### src/hw/rtl/tlph_pkg.sv
// ----------------------------------------------------------------------------
// Two-level perfect hash lookup: shared package
// Types and constants used by the lookup core and its remainder unit.
// ----------------------------------------------------------------------------
package tlph_pkg;

  // Input item modes.
  localparam logic [1:0] MODE_LOOKUP    = 2'd0;
  localparam logic [1:0] MODE_WR_BUCKET = 2'd1;
  localparam logic [1:0] MODE_WR_SLOT   = 2'd2;

  // Configuration register map (index = paddr[3:2]).
  localparam int unsigned CfgAddrW = 4;
  localparam logic [1:0] REG_TOP_MULT     = 2'd0;
  localparam logic [1:0] REG_TOP_ADD      = 2'd1;
  localparam logic [1:0] REG_TOP_PRIME    = 2'd2;
  localparam logic [1:0] REG_BUCKET_COUNT = 2'd3;

  localparam logic [31:0] INVALID_WORD = 32'hFFFF_FFFF;

  // One bucket record as held in the bucket store.
  typedef struct packed {
    logic [29:0] mult;
    logic [29:0] add;
    logic [29:0] prime;
    logic [12:0] slots;
    logic [11:0] base;
  } bucket_rec_t;

  // Request into the shared remainder unit.
  typedef struct packed {
    logic        start;
    logic [31:0] dividend;
    logic [29:0] divisor;
  } div_req_t;

  // Response from the shared remainder unit.
  typedef struct packed {
    logic        busy;
    logic        done;
    logic [29:0] rem;
  } div_rsp_t;

endpackage

### src/hw/rtl/tlph_rem_unit.sv
// ----------------------------------------------------------------------------
// Two-level perfect hash lookup: remainder unit
// Radix-2 restoring remainder of a 32-bit dividend by a 30-bit divisor,
// one quotient bit per cycle.
// ----------------------------------------------------------------------------
module tlph_rem_unit (
  input  logic               clk_i,
  input  logic               rst_ni,
  input  tlph_pkg::div_req_t req_i,
  output tlph_pkg::div_rsp_t rsp_o
);
  import tlph_pkg::*;

  logic        busy_q, busy_d;
  logic        done_q, done_d;
  logic [4:0]  cnt_q, cnt_d;
  logic [31:0] shf_q, shf_d;
  logic [29:0] rem_q, rem_d;
  logic [29:0] dsr_q, dsr_d;
  logic [30:0] trial;

  assign trial = {rem_q, shf_q[31]};

  always_comb begin
    busy_d = busy_q;
    done_d = 1'b0;
    cnt_d  = cnt_q;
    shf_d  = shf_q;
    rem_d  = rem_q;
    dsr_d  = dsr_q;
    if (req_i.start) begin
      busy_d = 1'b1;
      cnt_d  = 5'd31;
      shf_d  = req_i.dividend;
      rem_d  = '0;
      dsr_d  = req_i.divisor;
    end else if (busy_q) begin
      shf_d = {shf_q[30:0], 1'b0};
      if (trial >= {1'b0, dsr_q}) begin
        rem_d = 30'(trial - {1'b0, dsr_q});
      end else begin
        rem_d = trial[29:0];
      end
      cnt_d = cnt_q - 5'd1;
      if (cnt_q == 5'd0) begin
        busy_d = 1'b0;
        done_d = 1'b1;
      end
    end
  end

  always_ff @(posedge clk_i or negedge rst_ni) begin
    if (!rst_ni) begin
      busy_q <= 1'b0;
      done_q <= 1'b0;
      cnt_q  <= '0;
    end else begin
      busy_q <= busy_d;
      done_q <= done_d;
      cnt_q  <= cnt_d;
    end
  end

  always_ff @(posedge clk_i) begin
    shf_q <= shf_d;
    rem_q <= rem_d;
    dsr_q <= dsr_d;
  end

  assign rsp_o.busy = busy_q;
  assign rsp_o.done = done_q;
  assign rsp_o.rem  = rem_q;

  // A new operation is only started on an idle unit.
  a_start_idle : assert property (@(posedge clk_i) disable iff (!rst_ni)
    req_i.start |-> !busy_q)
    else $error("remainder unit restarted while busy");

  // The finished remainder is below its nonzero divisor.
  a_rem_range : assert property (@(posedge clk_i) disable iff (!rst_ni)
    (done_q && dsr_q != '0) |-> (rem_q < dsr_q))
    else $error("remainder not below divisor");

  // After a start the step count runs down to zero while the unit stays busy.
  a_done_time : assert property (@(posedge clk_i) disable iff (!rst_ni)
    req_i.start |=> ##31 (busy_q && cnt_q == 5'd0))
    else $error("remainder unit step count wrong");

endmodule

### config.mk
export PLATFORM = sky130hd
export DESIGN_NAME = tlph_rem_unit
export DESIGN_NICKNAME = d
export VERILOG_FILES = /design/src/hw/rtl/tlph_pkg.sv /design/src/hw/rtl/tlph_rem_unit.sv
export SDC_FILE = /design/constraint.sdc
export NUM_CORES = 1
export LEC_CHECK = 0
export ABC_AREA = 1
export ABC_CLOCK_PERIOD_IN_PS = 2600
export BUFFER_PORTS_ARGS = -buffer_cell sky130_fd_sc_hd__buf_2
export CORE_ASPECT_RATIO = 1.5
export CORE_MARGIN = 2
export CORE_UTILIZATION = 45
export DETAILED_ROUTE_END_ITERATION = 7
export PLACE_DENSITY_LB_ADDON = 0.2
export SYNTH_ARGS = -nofsm -noshare
export SYNTH_HDL_FRONTEND = slang
export SYNTH_SLANG_ARGS = --single-unit
### constraint.sdc
create_clock -name clk_i -period 2.6 [get_ports clk_i]
set_input_delay 0.52 -clock clk_i [delete_from_list [all_inputs] [get_ports clk_i]]
set_output_delay 0.52 -clock clk_i [all_outputs]
set_load 0.005 [all_outputs]
## Yosys cells after proc, flatten, opt, wreduce, memory -nomap -nowiden

Cells that the tools add are included.

- Flip-flop bits (word level): 99
- Logic and storage cells: 22
- Output and inout port bits: 32
- Input bits: 65

- Magnitude comparators: 1
- Muxes and demuxes: 11
- Reduce and logical (&&, ||, !) cells: 2
- $add $sub $neg: 2

Operators with widths:

| kind | number |
|---|---|
| 32-bit two-way mux | 2 |
| 31-bit by 30-bit >= comparator with 1-bit output | 1 |
| 30-bit two-way mux | 1 |
| 30-bit subtractor | 1 |
| 5-bit two-way mux | 2 |
| 1-bit two-way mux | 6 |
| 5-bit zero test | 1 |
| 5-bit by 1-bit subtractor with 5-bit output (second input constant) | 1 |
| 2-bit nonzero test | 1 |

## Depth between registers and ports, before layout

Gate-level depths: netlist (run 1).

- Depth in word-level cells: 4
- Gate-level depth with buffers: 16
- Gate-level depth less buffers: 16

## Worst setup path after synthesis (run 1)

Ideal clock, no wire load.

- Path type: register to register
- Start point: reg shf_q[31]
- End point: reg rem_q[14]
- Stages on the path, launching flop included: 13
- Slack: 0.588 ns
- Setup time: 0.112 ns
- Period minus slack after synthesis: 2.012 ns
- Data required time: 2.488 ns
- Path buffers: 0
- Arrival time: 1.900 ns
- Cells stage by stage: edfxtp_1 > inv_1 > ha_1 > fa_1 > nor2_1 > nor2_1 > o21ai_0 > nand3_1 > nand2_1 > xnor2_1 > nand2_1 > nand2_1 > nand2_1

- Cells in the longest elaborated chain, start to end: 2
- Elaborated cells on any way between the ends: 3
- Those cells by class: add/sub: 1; order compare: 1; mux: 1

RTL lines:

| what | RTL line | source |
|---|---|---|
| start, declared | tlph_rem_unit.sv:17 | `logic [31:0] shf_q, shf_d;` |
| start signal, assigned | tlph_rem_unit.sv:65 | `shf_q <= shf_d;` |
| 30-bit subtractor / 31-bit by 30-bit >= comparator with 1-bit output (equally long branches) | tlph_rem_unit.sv:40, tlph_rem_unit.sv:39 |  |
| 30-bit two-way mux * | tlph_rem_unit.sv:39 | `if (trial >= {1'b0, dsr_q}) begin` |
| end signal, assigned | tlph_rem_unit.sv:66 | `rem_q <= rem_d;` |
| end, declared | tlph_rem_unit.sv:18 | `logic [29:0] rem_q, rem_d;` |

Every way passes the cells marked *; elsewhere a longest branch is shown, timed or not.
A chain may end at the register's enable or synchronous reset.

## Worst setup path after layout (run 1)

- Start point: reg shf_q[31]
- End point: reg rem_q[28]

The elaborated chain is that of the path after synthesis.

==> metrics.txt, run 1 <==
final worst path period share=88.2%; element type at the critical path start=flip-flop; part of the power in combinational logic=51.2%; First DRT Iteration DRCs=235; Hold Crit Class=primary input to flip-flop; antenna diode count=0; Clk Latency, worst-skew pair=0.36 ns; CP arrival=2.56 ns; DRT antenna net count=0; detailed placer's ending HPWL=12200 um; signed area change from the synthesized netlist to the final layout=15.7%; number of buffers between clock root and the deepest sink=2; power density over the cells=1000 mW/mm^2; sequential fraction of the synthesis area=41.9%; total grt overflow=0; post-synthesis instance area=0.00630 mm^2; slowest cell on the critical path=sky130_fd_sc_hd__fa_1; boundary pin count=97; number of antenna violations at the first check in global routing=0; number of clock buffers inserted by TritonCTS=9; mean instance size in the synthesized netlist=7.01 um^2; CP peak stage delay=0.44 ns; combinational family with the most area after synthesis=simple AND/OR/NAND/NOR gates; proportion of synthesized area in mux cells=0%; Net Count, Synth=997; detailed-route wire length=15900 um; setup repair after global routing missed its margin=no; cell at the root of the clock tree=sky130_fd_sc_hd__clkbuf_16; IR drop worst, VDD=524 uV; number of cells after detailed placement=1154; Die Wd=101 um; critical path fanouts, max=4; total cell area at the placement stage=0.00699 mm^2; worst slack on hold paths=0.330 ns; GRT Util Overall=22.6%; kind of capture point of the worst setup path=flip-flop; total DRC errors in the routed layout=0; hold violation total from the final report=0; core utilization of the finished layout=52.6%; max-slew violations=0; net load switching power=3.22 mW; drt wl/cell=13.6 um; clock edge transition at the registers on the reported setup and hold paths=0.08 ns; minimum clock period=2.29 ns; accumulated negative setup slack=0 ns; count of warnings emitted by yosys=0; Final Power=7.29 mW; Clock power frac=18.3%; Max-slew headroom=60.0%; Final GP Congestion=0.995; area fraction in compound gates after synthesis=4.01%; number of inserted filler cells in the final layout=1418; Final Net Count=1099; largest net degree at the start of global routing=53; status=complete, no violations; Cell Count, Final, Fillers Out=1171; fraction of synthesized cell area in xor and xnor cells=1.95%; adder-cell share of the synthesized area=6.67%; global-route wire length before repair=26500 um; clk_skew=0.00785 ns; vertical extent of the die=149 um; worst-margin pin slew=0.597 ns; most frequent CP cell=sky130_fd_sc_hd__nand2_1; distinct cell type count after synthesis=32; Via Count=5713; Pleak=3.93 nW; post-CTS setup buffer count=0; floorplan core area=0.0139 mm^2; die outline area=0.0150 mm^2; pre-CTS WS=0.330 ns; crit path setup slack, layout=0.307 ns; total non-filler cell area in the finished layout=0.00729 mm^2; net switching share of the total power=44.2%; via count of the first global-routing pass=5599; Synth Instances=899; port bufs=96; CTS tree=done; average vias per placed instance=4.88; effective utilization at floorplan=45.5%; number of violations of the max-capacitance limit=0; Achievable Freq=0.436 GHz; CTS H-tree depth=3; standard-cell row count=53; simple-gate share of the synthesized area=35.3%; detailed-router iteration count before antenna repair=4; type of the worst setup path=flip-flop to flip-flop; required time at the endpoint of the critical path=2.86 ns; clock sink total=99; worst path cell trace=inv_1 > ha_1 > fa_1 > nor2_1 > o21ai_0 > nand2_1 > nand2_1 > nand2_1 > nand2_1 > nand3_1 > nand3_1 > nand2_1 > nand2_1; Final Setup Violations=0; sequential fraction of design power=30.5%; proportion of layout cells with a drive suffix above 1=13.3%; Power Internal=4.06 mW; Seq cells post-synth=99
-- synth_stat cells --
| master | number | share of area (%) |
|---|---|---|
| sky130_fd_sc_hd__clkbuf_1 | 10 | 0.60 |
| sky130_fd_sc_hd__buf_6 | 3 | 0.54 |
| sky130_fd_sc_hd__buf_1 | 1 | 0.060 |
| sky130_fd_sc_hd__dfrtp_1 | 7 | 2.8 |
| sky130_fd_sc_hd__nor3_1 | 6 | 0.48 |
| sky130_fd_sc_hd__a31oi_2 | 1 | 0.20 |
| sky130_fd_sc_hd__nand4_1 | 11 | 1.1 |
| sky130_fd_sc_hd__nor2_1 | 83 | 4.9 |
| sky130_fd_sc_hd__nand3b_1 | 3 | 0.36 |
| sky130_fd_sc_hd__and2_1 | 6 | 0.60 |
| sky130_fd_sc_hd__or2_1 | 1 | 0.099 |
| sky130_fd_sc_hd__inv_1 | 142 | 8.5 |
| sky130_fd_sc_hd__ha_1 | 32 | 6.4 |
| sky130_fd_sc_hd__nand3_2 | 1 | 0.16 |
| sky130_fd_sc_hd__or2_2 | 2 | 0.20 |
| sky130_fd_sc_hd__o21bai_1 | 4 | 0.48 |
| sky130_fd_sc_hd__nand3_1 | 69 | 5.5 |
| sky130_fd_sc_hd__edfxtp_1 | 62 | 30 |
| sky130_fd_sc_hd__buf_4 | 4 | 0.48 |
| sky130_fd_sc_hd__xor2_1 | 2 | 0.28 |
| sky130_fd_sc_hd__dfxtp_1 | 30 | 9.5 |
| sky130_fd_sc_hd__a21oi_1 | 21 | 1.7 |
| sky130_fd_sc_hd__nor2_2 | 4 | 0.40 |
| sky130_fd_sc_hd__o21ai_0 | 15 | 1.2 |
| sky130_fd_sc_hd__xnor2_1 | 12 | 1.7 |
| sky130_fd_sc_hd__a22oi_1 | 1 | 0.12 |
| sky130_fd_sc_hd__nand2_2 | 2 | 0.20 |
| sky130_fd_sc_hd__a21o_1 | 1 | 0.12 |
| sky130_fd_sc_hd__nand2_1 | 358 | 21 |
| sky130_fd_sc_hd__o21ai_1 | 3 | 0.24 |
| sky130_fd_sc_hd__fa_1 | 1 | 0.32 |
| sky130_fd_sc_hd__clkinv_1 | 1 | 0.060 |
-- placed cells by master, fill, tap and decap left out, drive strengths merged, types with 3 or more instances in the layout --
| cell | n |
|---|---|
| a21oi | 21 |
| and2 | 6 |
| buf | 108 |
| clkbuf | 9 |
| clkinv | 4 |
| dfrtp | 7 |
| dfxtp | 30 |
| edfxtp | 62 |
| ha | 32 |
| inv | 145 |
| nand2 | 360 |
| nand3 | 70 |
| nand3b | 3 |
| nand4 | 11 |
| nor2 | 87 |
| nor3 | 6 |
| o21ai | 18 |
| o21bai | 4 |
| or2 | 3 |
| xnor2 | 12 |
-- path summary, 6_finish.rpt --
check	startpoint	end	slack, ns	depth (start not counted)
setup / recovery	shf_q[31]	rem_q[28]	0.31	13
hold / removal	req_i[26]	dsr_q[26]	0.33	1
setup reg to reg	shf_q[31]	rem_q[28]	0.31	13
hold reg to reg	rem_q[22]	rem_q[22]	0.49	2
max in group asynchronous	rst_ni	cnt_q[3]	1.92	2
min in group asynchronous	rst_ni	busy_q	0.52	2
-- layer usage --
metal / up-vias / track usage, % / wire (um)
met1: 2534 / 26.6 / 6410
li1: 3011 / - / -
met4: 0 / 8.70 / 500
met5: - / 0 / 0
met2: 134 / 40.0 / 8300
met3: 34 / 4.64 / 664
-- cell type report --
type	instances	area [um^2]	share of cell area, %
inverter	143	537	7.36
clock inverter	7	70.1	0.961
tap	165	206	2.83
multi-input combinational	639	3020	41.4
sequential	99	2640	36.2
timing repair buffer	109	593	8.13
clock buffer	9	225	3.09
-- power groups by stage --
stage | Clock, mW | Sequential (mW) | Combinational (mW)
finish | 1.34 | 2.22 | 3.73
global route | 1.43 | 2.27 | 4.30
CTS | 1.37 | 2.23 | 3.74
detailed placement | 0 | 2.26 | 3.72
global placement | 0 | 2.26 | 3.72
floorplan | 0 | 2.23 | 2.71
-- logic make-up after synthesis --
kind of cell / after synthesis
xor gates and xnor gates: 14
and+or+nand+nor: 546
adders and majority gates: 33
DFF: 99
AOI/OAI and AO/OA: 46
buffers and inverters: 161
-- what timing repair did --
action,4_1_cts,5_1_grt
endpoints found under the setup margin,0,0
endpoints found under the hold margin,7,0
hold buffers,1,0
resized for setup,0,0
-- flip-flops by register name, summed over array words and instances, names as in the netlist --
register  count
busy_q        1
cnt_q         5
done_q        1
dsr_q        30
rem_q        30
shf_q        32
-- worst max-delay path: cells and delay by family, from the launching register on --
family / cells / cell delay [ns]
simple gates: 9 / 1.06
fa+ha+maj: 2 / 0.66
flops: 1 / 0.33
compound gates: 1 / 0.10
buf+inv: 1 / 0.05
No activity file was read; power rests on OpenSTA's default activity.
==> run 2, diff against run 1 <==
--- a/config.mk
+++ b/config.mk
@@ -6,7 +6,7 @@
 export NUM_CORES = 1
 export LEC_CHECK = 0
 export ABC_AREA = 1
-export ABC_CLOCK_PERIOD_IN_PS = 2600
+export ABC_CLOCK_PERIOD_IN_PS = 2490
 export BUFFER_PORTS_ARGS = -buffer_cell sky130_fd_sc_hd__buf_2
 export CORE_ASPECT_RATIO = 1.5
 export CORE_MARGIN = 2
==> constraint.sdc (replaced) <==
create_clock -name clk_i -period 2.49 [get_ports clk_i]
set_input_delay 0.498 -clock clk_i [delete_from_list [all_inputs] [get_ports clk_i]]
set_output_delay 0.498 -clock clk_i [all_outputs]
set_load 0.005 [all_outputs]
==> metrics.txt, run 2 (synthesized netlist as in run 1, its figures left out) <==
Final GP Congestion=0.964 (was 0.995); setup repair after global routing missed its margin=no (unchanged); crit path setup slack, layout=0.260 ns (was 0.307 ns); clk_skew=0.00836 ns (was 0.00785 ns); max-slew violations=0 (unchanged); cell at the root of the clock tree=sky130_fd_sc_hd__clkbuf_16 (unchanged); die outline area=0.0150 mm^2 (unchanged); largest net degree at the start of global routing=50 (was 53); logic depth of the worst setup path including buffers=12 (was 13); First DRT Iteration DRCs=246 (was 235); number of buffers between clock root and the deepest sink=2 (unchanged); Die Wd=101 um (unchanged); Final Net Count=1101 (was 1099); part of the power in combinational logic=51.5% (was 51.2%); Hold Crit Class=primary input to flip-flop (unchanged); largest register by flop count=shf_q (unchanged); Achievable Freq=0.448 GHz (was 0.436 GHz); Critical Path Source=dsr_q[15] (was shf_q[31]); CP arrival=2.51 ns (was 2.56 ns); CP peak stage delay=0.40 ns (was 0.44 ns); element type at the critical path start=flip-flop (unchanged); via count of the first global-routing pass=5613 (was 5599); net load switching power=3.36 mW (was 3.22 mW); CTS H-tree depth=3 (unchanged); register-to-register path setup slack=0.26 ns (was 0.31 ns); minimum clock period=2.23 ns (was 2.29 ns); most frequent CP cell=sky130_fd_sc_hd__nand3_1 (was sky130_fd_sc_hd__nand2_1); CP delay by family, top=simple AND/OR/NAND/NOR gates (unchanged); GRT Util Overall=22.4% (was 22.6%); type of the worst setup path=flip-flop to flip-flop (unchanged); total grt overflow=0 (unchanged); critical path fanouts, max=10 (was 4); R2R Path Start=dsr_q[15] (was shf_q[31]); power density over the cells=1050 mW/mm^2 (was 1000 mW/mm^2); post-CTS setup buffer count=0 (unchanged); Pleak=3.94 nW (was 3.93 nW); CTS tree=done (unchanged); Worst Reg2Reg Path Length in Cells=12 (was 13); pre-CTS WS=0.290 ns (was 0.330 ns); clock sink total=99 (unchanged); worst hold path startpoint=req_i[26] (unchanged); signed area change from the synthesized netlist to the final layout=15.9% (was 15.7%); floorplan core area=0.0139 mm^2 (unchanged); number of violations of the max-capacitance limit=0 (unchanged); net switching share of the total power=44.0% (was 44.2%); boundary pin count=97 (unchanged); status=complete, no violations (unchanged); slowest cell on the critical path=sky130_fd_sc_hd__ha_1 (was sky130_fd_sc_hd__fa_1); Clock power frac=18.1% (was 18.3%); detailed placer's ending HPWL=12300 um (was 12200 um); number of flip-flops in the largest register=32 (unchanged); Final Power=7.63 mW (was 7.29 mW); number of antenna violations at the first check in global routing=0 (unchanged); cell count of the worst hold path=1 (unchanged); standard-cell row count=53 (unchanged); Final Setup Violations=0 (unchanged); average vias per placed instance=4.81 (was 4.88); required time at the endpoint of the critical path=2.77 ns (was 2.86 ns); Cell Count, Final, Fillers Out=1173 (was 1171); detailed-router iteration count before antenna repair=5 (was 4); kind of capture point of the worst setup path=flip-flop (unchanged); worst path cell trace=inv_1 > ha_1 > nand2_1 > nor2_1 > inv_1 > nor2_2 > nand3_1 > nand3_1 > nand2_1 > nand3_1 > nand3_1 > o21ai_0 (was inv_1 > ha_1 > fa_1 > nor2_1 > o21ai_0 > nand2_1 > nand2_1 > nand2_1 > nand2_1 > nand3_1 > nand3_1 > nand2_1 > nand2_1); number of cells after detailed placement=1156 (was 1154); Power Internal=4.27 mW (was 4.06 mW); leading cell types in the layout, fill and taps excluded=sky130_fd_sc_hd__nand2_1 (358), sky130_fd_sc_hd__inv_1 (142), sky130_fd_sc_hd__buf_2 (96) (unchanged); most common cell after layout, fill and taps aside=sky130_fd_sc_hd__nand2_1 (unchanged); clock edge transition at the registers on the reported setup and hold paths=0.07 ns (was 0.08 ns); worst-margin pin slew=0.593 ns (was 0.597 ns); accumulated negative setup slack=0 ns (unchanged); number of inserted filler cells in the final layout=1455 (was 1418); drt wl/cell=13.5 um (was 13.6 um); total DRC errors in the routed layout=0 (unchanged); hold violation total from the final report=0 (unchanged); proportion of layout cells with a drive suffix above 1=13.5% (was 13.3%); DRT antenna net count=0 (unchanged); global-route wire length before repair=26100 um (was 26500 um); antenna diode count=0 (unchanged); effective utilization at floorplan=45.5% (unchanged); port bufs=96 (unchanged); Via Count=5642 (was 5713); Buf+Inv Stages, Crit Path=2 (was 1); IR drop worst, VDD=427 uV (was 524 uV); number of clock buffers inserted by TritonCTS=9 (unchanged); sequential fraction of design power=30.4% (was 30.5%); largest registers in the final layout=shf_q: 32 flops, dsr_q: 30 flops, rem_q: 30 flops (unchanged); Max-slew headroom=60.2% (was 60.0%); final worst path period share=89.5% (was 88.2%); detailed-route wire length=15900 um (about the same); Clk Latency, worst-skew pair=0.36 ns (about the same); core utilization of the finished layout=52.7% (was 52.6%); vertical extent of the die=149 um (unchanged)
run 2: cell types whose count changed in the layout (fill, tap and decap cells not counted):
cell / change
sky130_fd_sc_hd__inv_6: +1
sky130_fd_sc_hd__buf_4: +2
sky130_fd_sc_hd__clkinv_4: -1
run 2: power groups by stage:
stage	clock, mW	combinational, mW	sequential [mW]
2_1_floorplan	0	2.83	2.33
3_3_place_gp	0	3.92	2.36
3_5_place_dp	0	3.94	2.36
4_1_cts	1.43	3.96	2.33
5_1_grt	1.48	4.51	2.37
6_report	1.38	3.93	2.32
run 2: path summary, 6_finish.rpt:
kind,to
min,dsr_q[26]
min reg2reg,rem_q[25]
max reg2reg,rem_q[0]
min in group asynchronous,cnt_q[2]
max in group asynchronous,done_q
max,rem_q[0]
run 2: metrics by stage:
step	cell area [um^2]	hold slack, ns
after global routing	7310	0.294
after CTS	7310	0.293
after detailed placement	7000	0.344
final	7310	0.303
after global placement	7000	0.345
after floorplan	6300	0.202
run 2: worst reg2reg max path: stages (launching register included):
cell                       delay (ns)
sky130_fd_sc_hd__edfxtp_1        0.33
sky130_fd_sc_hd__inv_1           0.05
sky130_fd_sc_hd__ha_1            0.40
sky130_fd_sc_hd__nand2_1         0.15
sky130_fd_sc_hd__nor2_1          0.16
sky130_fd_sc_hd__inv_1           0.10
sky130_fd_sc_hd__nor2_2          0.13
sky130_fd_sc_hd__nand3_1         0.14
sky130_fd_sc_hd__nand3_1         0.12
sky130_fd_sc_hd__nand2_1         0.27
sky130_fd_sc_hd__nand3_1         0.16
sky130_fd_sc_hd__nand3_1         0.08
sky130_fd_sc_hd__o21ai_0         0.08
run 2: area by class of cell:
cell class	instances	area, um^2	share of cell area, %
Clock inverter	7	70.1	0.959
Multi-Input combinational cell	639	3020	41.4
Inverter	143	537	7.35
Sequential cell	99	2640	36.1
Timing Repair Buffer	111	608	8.32
Tap cell	165	206	2.83
Clock buffer	9	225	3.08
run 2: per-layer routing:
| layer | part of all wire [%] | global-route usage, % | vias to the layer above |
|---|---|---|---|
| met5 | 0 | 0 | - |
| met4 | 2.2 | 8.01 | 0 |
| met3 | 3.2 | 4.64 | 18 |
| met2 | 54 | 41.2 | 92 |
| met1 | 41 | 25.0 | 2517 |
| li1 | - | - | 3015 |
run 2: repair_timing:
item / CTS / global route
hold buffers: 1 / 0
resized for setup: 0 / 0
hold endpoints to repair: 7 / 0
==> run 3, diff against run 2 <==
--- a/config.mk
+++ b/config.mk
@@ -10,7 +10,7 @@
 export BUFFER_PORTS_ARGS = -buffer_cell sky130_fd_sc_hd__buf_2
 export CORE_ASPECT_RATIO = 1.5
 export CORE_MARGIN = 2
-export CORE_UTILIZATION = 45
+export CORE_UTILIZATION = 55
 export DETAILED_ROUTE_END_ITERATION = 7
 export PLACE_DENSITY_LB_ADDON = 0.2
 export SYNTH_ARGS = -nofsm -noshare
==> metrics.txt, run 3 (synthesized netlist as in run 1, its figures left out) <==
IR drop worst, VDD=462 uV (was 427 uV); clock edge transition at the registers on the reported setup and hold paths=0.07 ns (about the same); post-CTS setup buffer count=0 (unchanged); leading cell types in the layout, fill and taps excluded=sky130_fd_sc_hd__nand2_1 (358), sky130_fd_sc_hd__inv_1 (142), sky130_fd_sc_hd__buf_2 (96) (unchanged); detailed placer's ending HPWL=12300 um (about the same); GRT Util Overall=26.3% (was 22.4%); number of flip-flops in the largest register=32 (unchanged); boundary pin count=97 (unchanged); CTS tree=done (unchanged); standard-cell row count=47 (was 53); critical path fanouts, max=10 (unchanged); antenna diode count=0 (unchanged); hold violation total from the final report=0 (unchanged); minimum clock period=2.25 ns (was 2.23 ns); status=complete, no violations (unchanged); CP arrival=2.47 ns (was 2.51 ns); worst-margin pin slew=0.645 ns (was 0.593 ns); port bufs=96 (unchanged); detailed-router iteration count before antenna repair=4 (was 5); cell count of the worst hold path=1 (unchanged); number of clock buffers inserted by TritonCTS=9 (unchanged); Final Power=7.58 mW (was 7.63 mW); detailed-route wire length=15500 um (was 15900 um); clk_skew=0.0107 ns (was 0.00836 ns); effective utilization at floorplan=56.7% (was 45.5%); pre-CTS WS=0.271 ns (was 0.290 ns); drt wl/cell=13.5 um (about the same); final worst path period share=90.3% (was 89.5%); via count of the first global-routing pass=5687 (was 5613); floorplan core area=0.0111 mm^2 (was 0.0139 mm^2); element type at the critical path start=flip-flop (unchanged); kind of capture point of the worst setup path=flip-flop (unchanged); signed area change from the synthesized netlist to the final layout=15.7% (was 15.9%); CTS H-tree depth=3 (unchanged); Via Count=5729 (was 5642); Max-slew headroom=56.9% (was 60.2%); number of antenna violations at the first check in global routing=0 (unchanged); Final Setup Violations=0 (unchanged); total DRC errors in the routed layout=0 (unchanged); die outline area=0.0123 mm^2 (was 0.0150 mm^2); largest registers in the final layout=shf_q: 32 flops, dsr_q: 30 flops, rem_q: 30 flops (unchanged); cell at the root of the clock tree=sky130_fd_sc_hd__clkbuf_16 (unchanged); max-slew violations=0 (unchanged); largest register by flop count=shf_q (unchanged); Final GP Congestion=0.966 (was 0.964); number of inserted filler cells in the final layout=1069 (was 1455); Pleak=3.94 nW (about the same); total grt overflow=0 (unchanged); crit path setup slack, layout=0.242 ns (was 0.260 ns); required time at the endpoint of the critical path=2.71 ns (was 2.77 ns); number of buffers between clock root and the deepest sink=2 (unchanged); global-route wire length before repair=25800 um (was 26100 um); First DRT Iteration DRCs=247 (was 246); proportion of layout cells with a drive suffix above 1=13.8% (was 13.5%); average vias per placed instance=4.96 (was 4.81); most common cell after layout, fill and taps aside=sky130_fd_sc_hd__nand2_1 (unchanged); setup repair after global routing missed its margin=no (unchanged); number of violations of the max-capacitance limit=0 (unchanged); Final Net Count=1102 (was 1101); DRT antenna net count=0 (unchanged); type of the worst setup path=flip-flop to flip-flop (unchanged); power density over the cells=1040 mW/mm^2 (was 1050 mW/mm^2); Hold Crit Class=primary input to flip-flop (unchanged); accumulated negative setup slack=0 ns (unchanged); Worst Reg2Reg Path Length in Cells=10 (was 12); vertical extent of the die=135 um (was 149 um); clock sink total=99 (unchanged); Achievable Freq=0.445 GHz (was 0.448 GHz); largest net degree at the start of global routing=37 (was 50); Die Wd=91.4 um (was 101 um); Clk Latency, worst-skew pair=0.34 ns (was 0.36 ns)
-- run 3: report_power, final --
group          total (mW)  internal (mW)  switching, mW
Clock                1.34          0.694          0.648
Sequential           2.31           2.07          0.243
Combinational        3.93           1.49           2.44
Total                7.58           4.25           3.33
-- run 3: worst max-delay path, cell delays in order, from the launching register on --
cell	delay (ns)
sky130_fd_sc_hd__edfxtp_1	0.34
sky130_fd_sc_hd__inv_1	0.05
sky130_fd_sc_hd__ha_1	0.34
sky130_fd_sc_hd__nand2_1	0.16
sky130_fd_sc_hd__nor2_1	0.08
sky130_fd_sc_hd__nand2_1	0.14
sky130_fd_sc_hd__nor2_1	0.09
sky130_fd_sc_hd__a31oi_2	0.57
sky130_fd_sc_hd__nand3_1	0.15
sky130_fd_sc_hd__nand3_1	0.10
sky130_fd_sc_hd__o21ai_0	0.10
-- run 3: final timing paths --
| path | from | endpoint | slack, ns |
|---|---|---|---|
| setup reg to reg | dsr_q[20] | rem_q[6] | 0.24 |
| max in group asynchronous | rst_ni | cnt_q[0] | 1.82 |
| min in group asynchronous | rst_ni | done_q | 0.51 |
| hold reg to reg | rem_q[18] | rem_q[18] | 0.49 |
| setup / recovery | dsr_q[20] | rem_q[6] | 0.24 |
| hold / removal | req_i[14] | dsr_q[14] | 0.32 |
-- run 3: area by class of cell --
type / count / area (um^2) / area share (%)
inverter: 143 / 537 / 7.36
clock buffer: 9 / 225 / 3.09
tap: 147 / 184 / 2.52
multi-input combinational: 639 / 3030 / 41.6
clock inverter: 7 / 60.1 / 0.824
timing repair buffer: 112 / 616 / 8.44
sequential: 99 / 2640 / 36.2
-- run 3: per-stage QoR --
step | hold WS, ns | instances | util (%) | area, um^2
3_5_place_dp | 0.339 | 1139 | 62.9 | 6990
5_1_grt | 0.311 | 1156 | 65.6 | 7290
3_3_place_gp | 0.337 | 1139 | 62.9 | 6990
4_1_cts | 0.315 | 1156 | 65.5 | 7280
2_1_floorplan | 0.202 | 899 | - | 6300
6_report | 0.325 | 1156 | 65.6 | 7290
-- run 3: layer usage --
layer	GRT usage, %	wire (um)	vias up
met5	0	0	-
met4	13.2	662	0
met3	4.19	637	33
met2	48.8	8140	130
met1	28.6	6110	2544
li1	-	-	3022
-- run 3: timing repair --
item	4_1_cts	5_1_grt
hold buffers	1	0
hold endpoints to repair	7	0
setup endpoints to repair	0	1
gates resized for setup	0	3
